### config.mk
export PLATFORM = sky130hd
export DESIGN_NAME = bitmap_block_allocator_unit
export DESIGN_NICKNAME = d
export VERILOG_FILES = /design/src/rtl/bba_pkg.sv /design/src/rtl/bitmap_block_allocator_unit.sv
export SDC_FILE = /design/constraint.sdc
export NUM_CORES = 1
export LEC_CHECK = 0
export ABC_AREA = 1
export BUFFER_PORTS_ARGS = -buffer_cell sky130_fd_sc_hd__buf_2
export CAP_MARGIN = 5
export CORE_ASPECT_RATIO = 0.8
export CORE_UTILIZATION = 55
export CTS_BUF_LIST = sky130_fd_sc_hd__clkbuf_4
export DETAILED_ROUTE_END_ITERATION = 6
export PLACE_DENSITY = 0.75
export SLEW_MARGIN = 15
export SYNTH_ARGS = -nofsm -noshare
export SYNTH_HDL_FRONTEND = slang
export SYNTH_SLANG_ARGS = --single-unit
### constraint.sdc
create_clock -name clk_i -period 6.52 [get_ports clk_i]
set_clock_uncertainty 0.2 [all_clocks]
set_input_delay 0.978 -clock clk_i [delete_from_list [all_inputs] [get_ports clk_i]]
set_output_delay 0.978 -clock clk_i [all_outputs]
set_load 0.01 [all_outputs]
### src/rtl/bba_pkg.sv
`timescale 1ns / 1ps
package bba_pkg;

  localparam int unsigned WORD_W = 32;
  localparam int unsigned BIT_W  = 5;
  localparam int unsigned ADDR_W = 32;
  localparam int unsigned CNT_W  = 11;
  localparam int unsigned CFG_IDX_W = 1;

  typedef enum logic [0:0] {
    CMD_ALLOC = 1'b0,
    CMD_FREE  = 1'b1
  } cmd_e;

  typedef enum logic [1:0] {
    STATUS_OK       = 2'd0,
    STATUS_NO_SPACE = 2'd1,
    STATUS_RANGE    = 2'd2
  } status_e;

  typedef enum logic [CFG_IDX_W-1:0] {
    CFG_REGION_BASE    = 1'b0,
    CFG_ENTRIES_IN_USE = 1'b1
  } cfg_idx_e;

  typedef struct packed {
    cmd_e                command;
    logic [ADDR_W-1:0]   block_address;
  } in_t;

  typedef struct packed {
    status_e             status;
    logic [ADDR_W-1:0]   allocated_address;
  } out_t;

endpackage

### src/rtl/bitmap_block_allocator_unit.sv
`timescale 1ns / 1ps
// Channel  | Direction | Handshake             | Beat
// in       | input     | in_valid_i/in_stall_o | command, block_address
// out      | output    | out_valid_o/out_stall_i | status, allocated_address
// cfg      | input     | cfg_valid_i/cfg_ready_o | cfg_index_i, cfg_data_i
//
// After reset a clearing pass zeroes the bitmap, one 32-bit word per cycle, and
// no input beat is taken until it ends. Allocate reads words from word 0 until
// one has a free bit below the limit, sets that bit and writes the word back,
// else reports no space. A free in range reads the word, clears the bit and
// writes it back, else gets a range status. One bitmap word is read per cycle.
// A result waits in the output register while the next beat is taken.
module bitmap_block_allocator_unit #(
  parameter int unsigned ENTRIES = 1024
) (
  input  logic                              clk_i,
  input  logic                              rst_ni,
  input  logic                              in_valid_i,
  output logic                              in_stall_o,
  input  bba_pkg::in_t                      in_data_i,
  output logic                              out_valid_o,
  input  logic                              out_stall_i,
  output bba_pkg::out_t                     out_data_o,
  input  logic                              cfg_valid_i,
  output logic                              cfg_ready_o,
  input  logic [bba_pkg::CFG_IDX_W-1:0]     cfg_index_i,
  input  logic [bba_pkg::ADDR_W-1:0]        cfg_data_i
);

  localparam int unsigned WORDS = (ENTRIES + 31) / 32;
  localparam int unsigned AW    = (WORDS > 1) ? $clog2(WORDS) : 1;
  localparam int unsigned FW    = AW + bba_pkg::BIT_W;
  localparam int unsigned EW    = $clog2(ENTRIES + 1);
  localparam int unsigned CW    = (EW > bba_pkg::CNT_W) ? EW : bba_pkg::CNT_W;
  localparam int unsigned LW    = CW + 1;

  typedef enum logic [5:0] {
    ST_CLEAR   = 6'b000001,
    ST_IDLE    = 6'b000010,
    ST_SCAN    = 6'b000100,
    ST_FREE_RD = 6'b001000,
    ST_FREE_WR = 6'b010000,
    ST_DONE    = 6'b100000
  } state_e;

  state_e                          state_q, state_d;
  logic [AW-1:0]                   clr_q, clr_d;
  logic [AW:0]                     word_q, word_d;
  logic [AW-1:0]                   rword_q, rword_d;
  logic                            rvalid_q, rvalid_d;
  logic [FW-1:0]                   fidx_q, fidx_d;
  logic                            alloc_ok_q, alloc_ok_d;
  bba_pkg::status_e                res_q, res_d;
  logic                            out_valid_q, out_valid_d;
  bba_pkg::out_t                   out_data_q, out_data_d;
  logic [bba_pkg::ADDR_W-1:0]      base_q;
  logic [bba_pkg::CNT_W-1:0]       entries_q;

  logic [bba_pkg::WORD_W-1:0]      mem [WORDS];
  logic [bba_pkg::WORD_W-1:0]      rdata_q;
  logic                            we, re;
  logic [AW-1:0]                   waddr, raddr;
  logic [bba_pkg::WORD_W-1:0]      wdata;

  logic [CW-1:0]                   limit;
  logic [LW-1:0]                   limw;
  logic [bba_pkg::WORD_W-1:0]      tail_mask, eff;
  logic [bba_pkg::BIT_W-1:0]       pos;
  logic                            found;
  logic [bba_pkg::ADDR_W-1:0]      diff;
  logic                            slot_free;

  assign cfg_ready_o = 1'b1;
  assign in_stall_o  = (state_q != ST_IDLE);
  assign out_valid_o = out_valid_q;
  assign out_data_o  = out_data_q;

  always_comb begin
    if (CW'(entries_q) > CW'(ENTRIES)) begin
      limit = CW'(ENTRIES);
    end else begin
      limit = CW'(entries_q);
    end
  end

  assign limw = (LW'(limit) + LW'(31)) >> bba_pkg::BIT_W;

  always_comb begin
    tail_mask = '0;
    if ((LW'(rword_q) == limw - LW'(1)) && (limit[bba_pkg::BIT_W-1:0] != '0)) begin
      tail_mask = ~((bba_pkg::WORD_W'(1) << limit[bba_pkg::BIT_W-1:0])
                    - bba_pkg::WORD_W'(1));
    end
  end

  assign eff   = rdata_q | tail_mask;
  assign found = ~&eff;

  always_comb begin
    pos = '0;
    for (int b = bba_pkg::WORD_W - 1; b >= 0; b--) begin
      if (!eff[b]) begin
        pos = bba_pkg::BIT_W'(b);
      end
    end
  end

  assign diff      = in_data_i.block_address - base_q;
  assign slot_free = !out_valid_q || !out_stall_i;

  always_comb begin
    state_d     = state_q;
    clr_d       = clr_q;
    word_d      = word_q;
    rword_d     = rword_q;
    rvalid_d    = rvalid_q;
    fidx_d      = fidx_q;
    alloc_ok_d  = alloc_ok_q;
    res_d       = res_q;
    out_valid_d = out_valid_q;
    out_data_d  = out_data_q;
    we          = 1'b0;
    waddr       = '0;
    wdata       = '0;
    re          = 1'b0;
    raddr       = '0;

    if (out_valid_q && !out_stall_i) begin
      out_valid_d = 1'b0;
    end

    unique case (state_q)
      ST_CLEAR: begin
        we    = 1'b1;
        waddr = clr_q;
        clr_d = clr_q + AW'(1);
        if (clr_q == AW'(WORDS - 1)) begin
          state_d = ST_IDLE;
        end
      end
      ST_IDLE: begin
        if (in_valid_i) begin
          alloc_ok_d = 1'b0;
          word_d     = '0;
          rvalid_d   = 1'b0;
          if (in_data_i.command == bba_pkg::CMD_ALLOC) begin
            state_d = ST_SCAN;
          end else if (diff >= bba_pkg::ADDR_W'(limit)) begin
            res_d   = bba_pkg::STATUS_RANGE;
            state_d = ST_DONE;
          end else begin
            fidx_d  = diff[FW-1:0];
            state_d = ST_FREE_RD;
          end
        end
      end
      ST_SCAN: begin
        if (rvalid_q && found) begin
          we         = 1'b1;
          waddr      = rword_q;
          wdata      = rdata_q | (bba_pkg::WORD_W'(1) << pos);
          fidx_d     = {rword_q, pos};
          alloc_ok_d = 1'b1;
          res_d      = bba_pkg::STATUS_OK;
          state_d    = ST_DONE;
        end else if (!rvalid_q && (LW'(word_q) >= limw)) begin
          res_d   = bba_pkg::STATUS_NO_SPACE;
          state_d = ST_DONE;
        end
        if (LW'(word_q) < limw) begin
          re       = 1'b1;
          raddr    = word_q[AW-1:0];
          rword_d  = word_q[AW-1:0];
          rvalid_d = 1'b1;
          word_d   = word_q + (AW+1)'(1);
        end else begin
          rvalid_d = 1'b0;
        end
      end
      ST_FREE_RD: begin
        re      = 1'b1;
        raddr   = fidx_q[FW-1:bba_pkg::BIT_W];
        state_d = ST_FREE_WR;
      end
      ST_FREE_WR: begin
        we      = 1'b1;
        waddr   = fidx_q[FW-1:bba_pkg::BIT_W];
        wdata   = rdata_q & ~(bba_pkg::WORD_W'(1) << fidx_q[bba_pkg::BIT_W-1:0]);
        res_d   = bba_pkg::STATUS_OK;
        state_d = ST_DONE;
      end
      ST_DONE: begin
        if (slot_free) begin
          out_valid_d       = 1'b1;
          out_data_d.status = res_q;
          if (alloc_ok_q) begin
            out_data_d.allocated_address = base_q + bba_pkg::ADDR_W'(fidx_q);
          end else begin
            out_data_d.allocated_address = '0;
          end
          state_d = ST_IDLE;
        end
      end
      default: begin
        state_d = ST_IDLE;
      end
    endcase
  end

  always_ff @(posedge clk_i or negedge rst_ni) begin
    if (!rst_ni) begin
      state_q     <= ST_CLEAR;
      clr_q       <= '0;
      word_q      <= '0;
      rvalid_q    <= 1'b0;
      alloc_ok_q  <= 1'b0;
      out_valid_q <= 1'b0;
      base_q      <= '0;
      entries_q   <= bba_pkg::CNT_W'(1024);
    end else begin
      state_q     <= state_d;
      clr_q       <= clr_d;
      word_q      <= word_d;
      rvalid_q    <= rvalid_d;
      alloc_ok_q  <= alloc_ok_d;
      out_valid_q <= out_valid_d;
      if (cfg_valid_i && cfg_ready_o) begin
        unique case (bba_pkg::cfg_idx_e'(cfg_index_i))
          bba_pkg::CFG_REGION_BASE:    base_q    <= cfg_data_i;
          bba_pkg::CFG_ENTRIES_IN_USE: entries_q <= cfg_data_i[bba_pkg::CNT_W-1:0];
          default: begin
          end
        endcase
      end
    end
  end

  always_ff @(posedge clk_i) begin
    rword_q    <= rword_d;
    fidx_q     <= fidx_d;
    res_q      <= res_d;
    out_data_q <= out_data_d;
  end

  always_ff @(posedge clk_i) begin
    if (we) begin
      mem[waddr] <= wdata;
    end
    if (re) begin
      rdata_q <= mem[raddr];
    end
  end

`ifndef SYNTHESIS
  a_out_from_done: assert property (@(posedge clk_i) disable iff (!rst_ni)
    $rose(out_valid_o) |-> $past(state_q == ST_DONE))
    else $error("result beat raised outside the done step");

  a_scan_write_in_range: assert property (@(posedge clk_i) disable iff (!rst_ni)
    (we && state_q == ST_SCAN) |-> (LW'(rword_q) < limw))
    else $error("allocation wrote a word beyond the usable range");

  a_alloc_index_in_range: assert property (@(posedge clk_i) disable iff (!rst_ni)
    (state_q == ST_DONE && alloc_ok_q) |-> (CW'(fidx_q) < limit))
    else $error("allocated index at or above the entry count");
`endif

endmodule

# Word level (Yosys, flattened, before mapping)
# Memory sizes are Yosys's and may differ from the RTL's. A register that Yosys moved wholly into a read port is not among the register bits.
# Cells that the tools add are included.
# op_classes
n_bitwise	6
order_cmp	4
n_eq_ne	18
addsub	7
n_shift	3
muxes	75
reduce_logical	24
# op_table
op	count
two-way mux 5 bit	34
left shift 1 x 5 -> 32 bit (first input constant)	3
two-way mux 32 bit	2
NOT 32 bit	2
OR 32 bit	2
one-hot mux 32 bit (2 select lines)	1
two-way mux 6 bit	9
two-way mux 10 bit	4
one-hot mux 6 bit (6 select lines)	1
adder 32 x 10 -> 32 bit	1
AND 32 bit	1
>= comparator 32 x 11 -> 1 bit	1
AND reduction 32 bit	1
subtractor 32 x 2 -> 32 bit (second input constant)	1
subtractor 32 bit	1
one-hot mux 10 bit (2 select lines)	1
inequality test 2 bit (second input constant)	8
one-hot mux 5 bit (3 select lines)	1
adder 11 x 5 -> 12 bit (second input constant)	1
equality test 5 x 12 -> 1 bit	1
one-hot mux 6 bit (2 select lines)	1
> comparator 11 bit (second input constant)	1
two-way mux 11 bit	1
two-way mux 2 bit	5
other kinds (30)	53
# word_totals
output_inout_bits	37
register_bits	114
n_memories	1
word_cells	151
in_bits	71
ramBits	1024
# memory_table
memory	words	word_bits	rd	rd_clocked_by_memory_dff	write_ports	line	source
mem	32	32	1	1	1	bitmap_block_allocator_unit.sv:59	logic [bba_pkg::WORD_W-1:0] mem [WORDS];

# Logic depth before layout (Yosys ltp)
# logic_depth
depth_word	44
depth_mapped	53
ltp_nobuf	52

# Worst setup path before layout
# Ideal clock, no wire load.
# synth_path
kind	input -> register
from	in in_data_i[0] (netlist name)
to	reg fidx_q[0] (enable)
cell_stages	32
arrival_time_ns	5.487
setup_time_ns	0.404
required_time_ns	5.916
setup_slack_ns	0.430
n_path_buf	0
cell_sequence	inv_1 -> ha_1 -> inv_1 -> fa_1 -> a21o_1 -> a21oi_1 -> o21ai_0 -> nand3_1 -> nand2_1 -> nand3_1 -> nand2_1 -> nand3_1 -> nand2_1 -> nand3_1 -> nand2_1 -> a21oi_1 -> o21ai_0 -> a21o_1 -> a21oi_1 -> o21ai_0 -> inv_1 -> o21ai_0 -> nand2_1 -> o211ai_1 -> xor2_1 -> nor2_1 -> nand4_1 -> nor4_1 -> o2111ai_1 -> nand2_1 -> inv_1 -> nor4_1
# synth_via
elab_chain_len	4
# synth_lines
item	line	source
start: declaration	bitmap_block_allocator_unit.sv:20	input bba_pkg::in_t in_data_i,
subtractor 32 bit	bitmap_block_allocator_unit.sv:108	assign diff = in_data_i.block_address - base_q;
>= comparator 32 x 11 -> 1 bit	bitmap_block_allocator_unit.sv:148	end else if (diff >= bba_pkg::ADDR_W'(limit)) begin
inequality test 2 bit (no line)	-	
AND reduction 5 bit (no line)	-	
end signal: assignment	bitmap_block_allocator_unit.sv:240	fidx_q <= fidx_d;
end: declaration	bitmap_block_allocator_unit.sv:51	logic [FW-1:0] fidx_q, fidx_d;
# No other way between the ends.
# A chain may end at the register's enable or synchronous reset.

# Worst setup path in the final report
# layout_path
from	reg entries_q[2] (netlist name)
to	mem mem[13][15] (netlist name) (enable)
# layout_via
elab_chain_len	15
word_cells_on_any_way	21
classes_between	3 x add/sub; 1 x order compare; 1 x eq/ne; 1 x shift; 8 x mux; 2 x bitwise; 5 x reduce/logical
# layout_lines
item	line	source
start: declaration	bitmap_block_allocator_unit.sv:57	logic [bba_pkg::CNT_W-1:0] entries_q;
start signal: assignment	bitmap_block_allocator_unit.sv:219	entries_q <= bba_pkg::CNT_W'(1024);
start signal: assignment	bitmap_block_allocator_unit.sv:230	bba_pkg::CFG_ENTRIES_IN_USE: entries_q <= cfg_data_i[bba_pkg::CNT_W-1:0];
> comparator 11 bit	bitmap_block_allocator_unit.sv:79	if (CW'(entries_q) > CW'(ENTRIES)) begin
two-way mux 11 bit (*)	bitmap_block_allocator_unit.sv:79	
adder 11 x 5 -> 12 bit	bitmap_block_allocator_unit.sv:86	assign limw = (LW'(limit) + LW'(31)) >> bba_pkg::BIT_W;
subtractor 7 x 1 -> 8 bit	bitmap_block_allocator_unit.sv:90	if ((LW'(rword_q) == limw - LW'(1)) && (limit[bba_pkg::BIT_W-1:0] != '0)) begin
equality test 5 x 12 -> 1 bit	bitmap_block_allocator_unit.sv:90	
logical AND 1 bit	bitmap_block_allocator_unit.sv:90	
two-way mux 32 bit (*)	bitmap_block_allocator_unit.sv:90	
OR 32 bit (*)	bitmap_block_allocator_unit.sv:96	assign eff = rdata_q | tail_mask;
AND reduction 32 bit (*)	bitmap_block_allocator_unit.sv:97	assign found = ~&eff;
logical NOT 1 bit (*)	bitmap_block_allocator_unit.sv:97	
logical AND 1 bit (*)	bitmap_block_allocator_unit.sv:158	if (rvalid_q && found) begin
two-way mux 1 bit	bitmap_block_allocator_unit.sv:158	
one-hot mux 1 bit (2 select lines)	bitmap_block_allocator_unit.sv:132	unique case (state_q)
two-way mux 1 bit	bitmap_block_allocator_unit.sv:246	if (we) begin
two-way mux 1 bit (implied by the code)	bitmap_block_allocator_unit.sv:247	mem[waddr] <= wdata;
end: declaration	bitmap_block_allocator_unit.sv:59	
# Mark *: on every way between the ends. The rest lies on a longest branch, timed or not.

==> metrics.md <==
| Metric | Value |
|---|---|
| Power density over the cells | roughly 300 mW/mm^2 |
| Final Cycle Share | 0.944 |
| Leakage component of the power | around 20 nW |
| Maximum clock path buffer count | 4 |
| Minimum clock period after layout | between 6 and 7 ns |
| Failing checks | DRC |
| Synth Cell Area | 0.0504 mm^2 |
| Most instantiated cells after synthesis | 1107 x sky130_fd_sc_hd__edfxtp_1, 652 x sky130_fd_sc_hd__nor2_1, 539 x sky130_fd_sc_hd__nand2_1, 523 x sky130_fd_sc_hd__o21ai_0, 232 x sky130_fd_sc_hd__clkbuf_1 |
| Final weighted congestion in routability-driven placement | between 0.9 and 1 |
| Dominant cells by area after synthesis | sky130_fd_sc_hd__edfxtp_1 66%, sky130_fd_sc_hd__o21ai_0 5.2%, sky130_fd_sc_hd__nor2_1 4.9%, sky130_fd_sc_hd__nand2_1 4.0%, sky130_fd_sc_hd__dfrtp_1 3.0% |
| Synth warn | 0 |
| Via count of the first global-routing pass | ~36000 |
| Unrepaired setup endpoints after global routing | no |
| Initial antenna violation count | 5 |
| Starting DRC count in detailed routing | 5050 |
| Max-slew violation total from the final report | 0 |
| Post-synth net total | 4403 |
| Most used cell along the critical path | sky130_fd_sc_hd__nand2_1 |
| Area of the die | ~0.09 mm^2 |
| Top cell type by total area after synthesis | sky130_fd_sc_hd__edfxtp_1 |
| Final number of hold-violating endpoints | 0 |
| Worst path setup slack after routing | roughly 0.37 ns |
| Sequential element share of the synthesized area | 0.692 |
| Startpoint of the worst-slack reg-to-reg timing path | entries_q[2] |
| Arrival time at the worst endpoint | about 6.7 ns |
| Worst slack after detailed placement | ~0.20 ns |
| Setup TNS Final | 0 ns |
| Total overflow reported by the global router | 0 |
| Core box area | 0.0900 mm^2 |
| Relative slew slack | 0.164 |
| Launching element type of the critical path | flop |
| Setup crit end kind | flop |
| Maximum Capacitance Violations | 0 |
| Average cell area after synthesis | 11.8 um^2 |
| Dominant synthesized flop cell | sky130_fd_sc_hd__edfxtp_1 |
| Total number of vias | 37500 |
| Global-route wire length before repair | 215 mm |
| Standard-cell rows | a little under 100 |
| Post-route DRC violation count | 1 |
| Wire length on met1 | between 50 and 60 mm |
| Max stage delay on crit path | about 0.5 ns |
| Portion of synthesized cell area occupied by the leading cell type | 0.660 |
| Maximum net fanout on the critical path | 25 |
| Total setup violations reported at the end of the flow | 0 |
| Post-synth cell types | between 50 and 60 |
| Highest signal layer in the routed design | met4 |
| Required time at the endpoint of the critical path | ~7.0 ns |
| Source of the worst hold timing path | res_q[1] |
| Total detailed-routing wirelength | approximately 140 mm |
| TritonCTS clock tree | built |
| Register clock-pin slew on the reported worst setup and hold paths | roughly 0.080 ns |
| Startpoint of the worst setup timing path | entries_q[2] |
| Via-to-Cell Ratio | 6.24 |
| Final-layout worst hold slack | 0.262 ns |
| H-tree depth | 5 |
| First-pass iteration count of the detailed router | 7 |
| Wirelength per Cell | about 24 um |
| Detail Placement HPWL | 82.2 mm |
| Worst min path class | reg -> reg |
| Layout cell share with drive strength beyond 1 | 0.167 |
| Number of sinks on the clock net | about 1200 |
| Maximum operating frequency | 163 MHz |
| X dimension of the die | around 340 um |
| Ys async rst share | 0.0538 |
| Count of mapped cells out of synthesis | 4268 |
| Highest ir drop seen on vdd | ~0.24 mV |
| Clock latency at the later pin of the worst-skew pair | 1.16 ns |
| Post-synthesis sequential element count | around 1200 |
| Largest net degree at the start of global routing | about 140 |
| Total Routing Usage GR | 0.309 |
| Initial core utilization | 0.559 |
| Area grow syn2layout | 14.6% |
| Crit-path slowest cell | sky130_fd_sc_hd__dfrtp_1 |
| Die extent in y | 273 um |
| Detailed route wirelength on metal3 | 17.8 mm |
| Count of input and output buffers | ~110 |
| Worst-margin pin slew | approximately 1.3 ns |
| Count of flip-flops with a built-in enable after synthesis | around 1100 |
| Outcome | finished with violations |
| Antenna violation net count after detailed routing | 0 |
| IO Count | 108 |
| Inserted Clock Buffers | between 200 and 300 |
| Nets | approximately 4800 |
| Met2 wire length | 65.2 mm |
| Startpoint-to-endpoint class of the critical path | reg -> reg |
| Root buf cell | sky130_fd_sc_hd__clkbuf_4 |
| Most repeated cell in the gate-level netlist after synthesis | sky130_fd_sc_hd__edfxtp_1 |
registers in the layout, summed over array words and instances, names as in the netlist:
signal       cells
entries_q       11
alloc_ok_q       1
rword_q          5
res_q            2
out_valid_o      1
mem           1024
rdata_q         32
clr_q            5
word_q           6
fidx_q          10
rvalid_q         1
out_data_o      34
base_q          32
state_q          6
metal layers:
metal | vias up | GRT usage
li1 | 16600 | -
met1 | 18000 | 0.429
met2 | 2511 | 0.462
met3 | 432 | 0.0798
met4 | 0 | 0.141
met5 | - | 0
critical path, delay by kind of cell (launching register included):
kind                     cells  cell delay (ns)
XOR/XNOR                     1             0.14
AND/OR/NAND/NOR             20             3.04
buffers and inverters        2             0.67
flip-flops                   1             0.50
AO/OA/AOI/OAI                4             0.82
adder cells (fa/ha/maj)      1             0.33
kinds of logic after synthesis:
logic type               after synthesis  share of synthesized area
adder cells (fa/ha/maj)               64                     0.0162
buffers and inverters                451                     0.0342
AND/OR/NAND/NOR                     1410                      0.114
other                                  1                  0.0000745
flip-flops                          1170                      0.692
XOR/XNOR                              41                    0.00713
AO/OA/AOI/OAI                       1131                      0.137
layout make-up:
type | count | area [um^2]
repair buffers | 311 | 2870
fillers | 6740 | 32300
clock inverters | 55 | 392
clock buffers | 417 | 3130
well taps | 1200 | 1500
multi-input cells | 2648 | 14200
diodes | 4 | 10.0
inverters | 202 | 776
flip-flops and latches | 1170 | 34800
report_power, final:
part | switching (mW) | internal, mW
Sequential | 0.193 | 8.49
Clock | 2.85 | 3.19
Combinational | 1.68 | 0.733
Total | 4.72 | 12.4
repair_timing:
item	CTS	global route
endpoints found under the hold margin	109	0
setup endpoints to repair	0	1366
resized for setup	0	19
buffers inserted	0	2
hold buffers	36	0
final timing paths:
path	slack [ns]	end	cells past startpoint
min in group asynchronous	0.39	base_q[15]	3
worst max register to register	0.37	mem[13][15]	28
worst min-delay path	0.26	out_data_o[33]	0
max in group asynchronous	5.04	clr_q[3]	3
worst max-delay path	0.37	mem[13][15]	28
worst min register to register	0.26	out_data_o[33]	0
placed cells by master, fill, tap and decap left out, types with 9 or more instances in the layout:
master / instances
sky130_fd_sc_hd__nor3_1: 24
sky130_fd_sc_hd__o22ai_1: 64
sky130_fd_sc_hd__buf_6: 13
sky130_fd_sc_hd__o311ai_0: 31
sky130_fd_sc_hd__nor2_4: 38
sky130_fd_sc_hd__a31oi_1: 51
sky130_fd_sc_hd__inv_2: 10
sky130_fd_sc_hd__clkbuf_4: 417
sky130_fd_sc_hd__a311oi_1: 9
sky130_fd_sc_hd__a21oi_1: 175
sky130_fd_sc_hd__dlygate4sd3_1: 36
sky130_fd_sc_hd__ha_1: 62
sky130_fd_sc_hd__inv_1: 190
sky130_fd_sc_hd__nor2_2: 9
sky130_fd_sc_hd__buf_2: 106
sky130_fd_sc_hd__o211ai_1: 51
sky130_fd_sc_hd__edfxtp_1: 1107
sky130_fd_sc_hd__xnor2_1: 14
sky130_fd_sc_hd__o21ai_0: 522
sky130_fd_sc_hd__xor2_1: 27
sky130_fd_sc_hd__clkinv_1: 45
sky130_fd_sc_hd__nand2_1: 536
sky130_fd_sc_hd__dfrtp_1: 61
sky130_fd_sc_hd__o21bai_1: 14
sky130_fd_sc_hd__nor2_1: 618
sky130_fd_sc_hd__buf_4: 102
sky130_fd_sc_hd__nand3_1: 120
sky130_fd_sc_hd__o221ai_1: 163
sky130_fd_sc_hd__buf_12: 52
sky130_fd_sc_hd__nand4_1: 32
per-stage QoR:
stage,instances,utilization,power [mW],cell area [um^2]
after floorplan,4268,-,10.3,50400
after global placement,5491,0.596,11.1,53600
after detailed placement,5491,0.596,11.2,53600
after CTS,5999,0.639,17.1,57500
after global routing,6006,0.641,17.8,57700
final,6007,0.641,17.1,57700
Power figures use the tool's default switching activity.
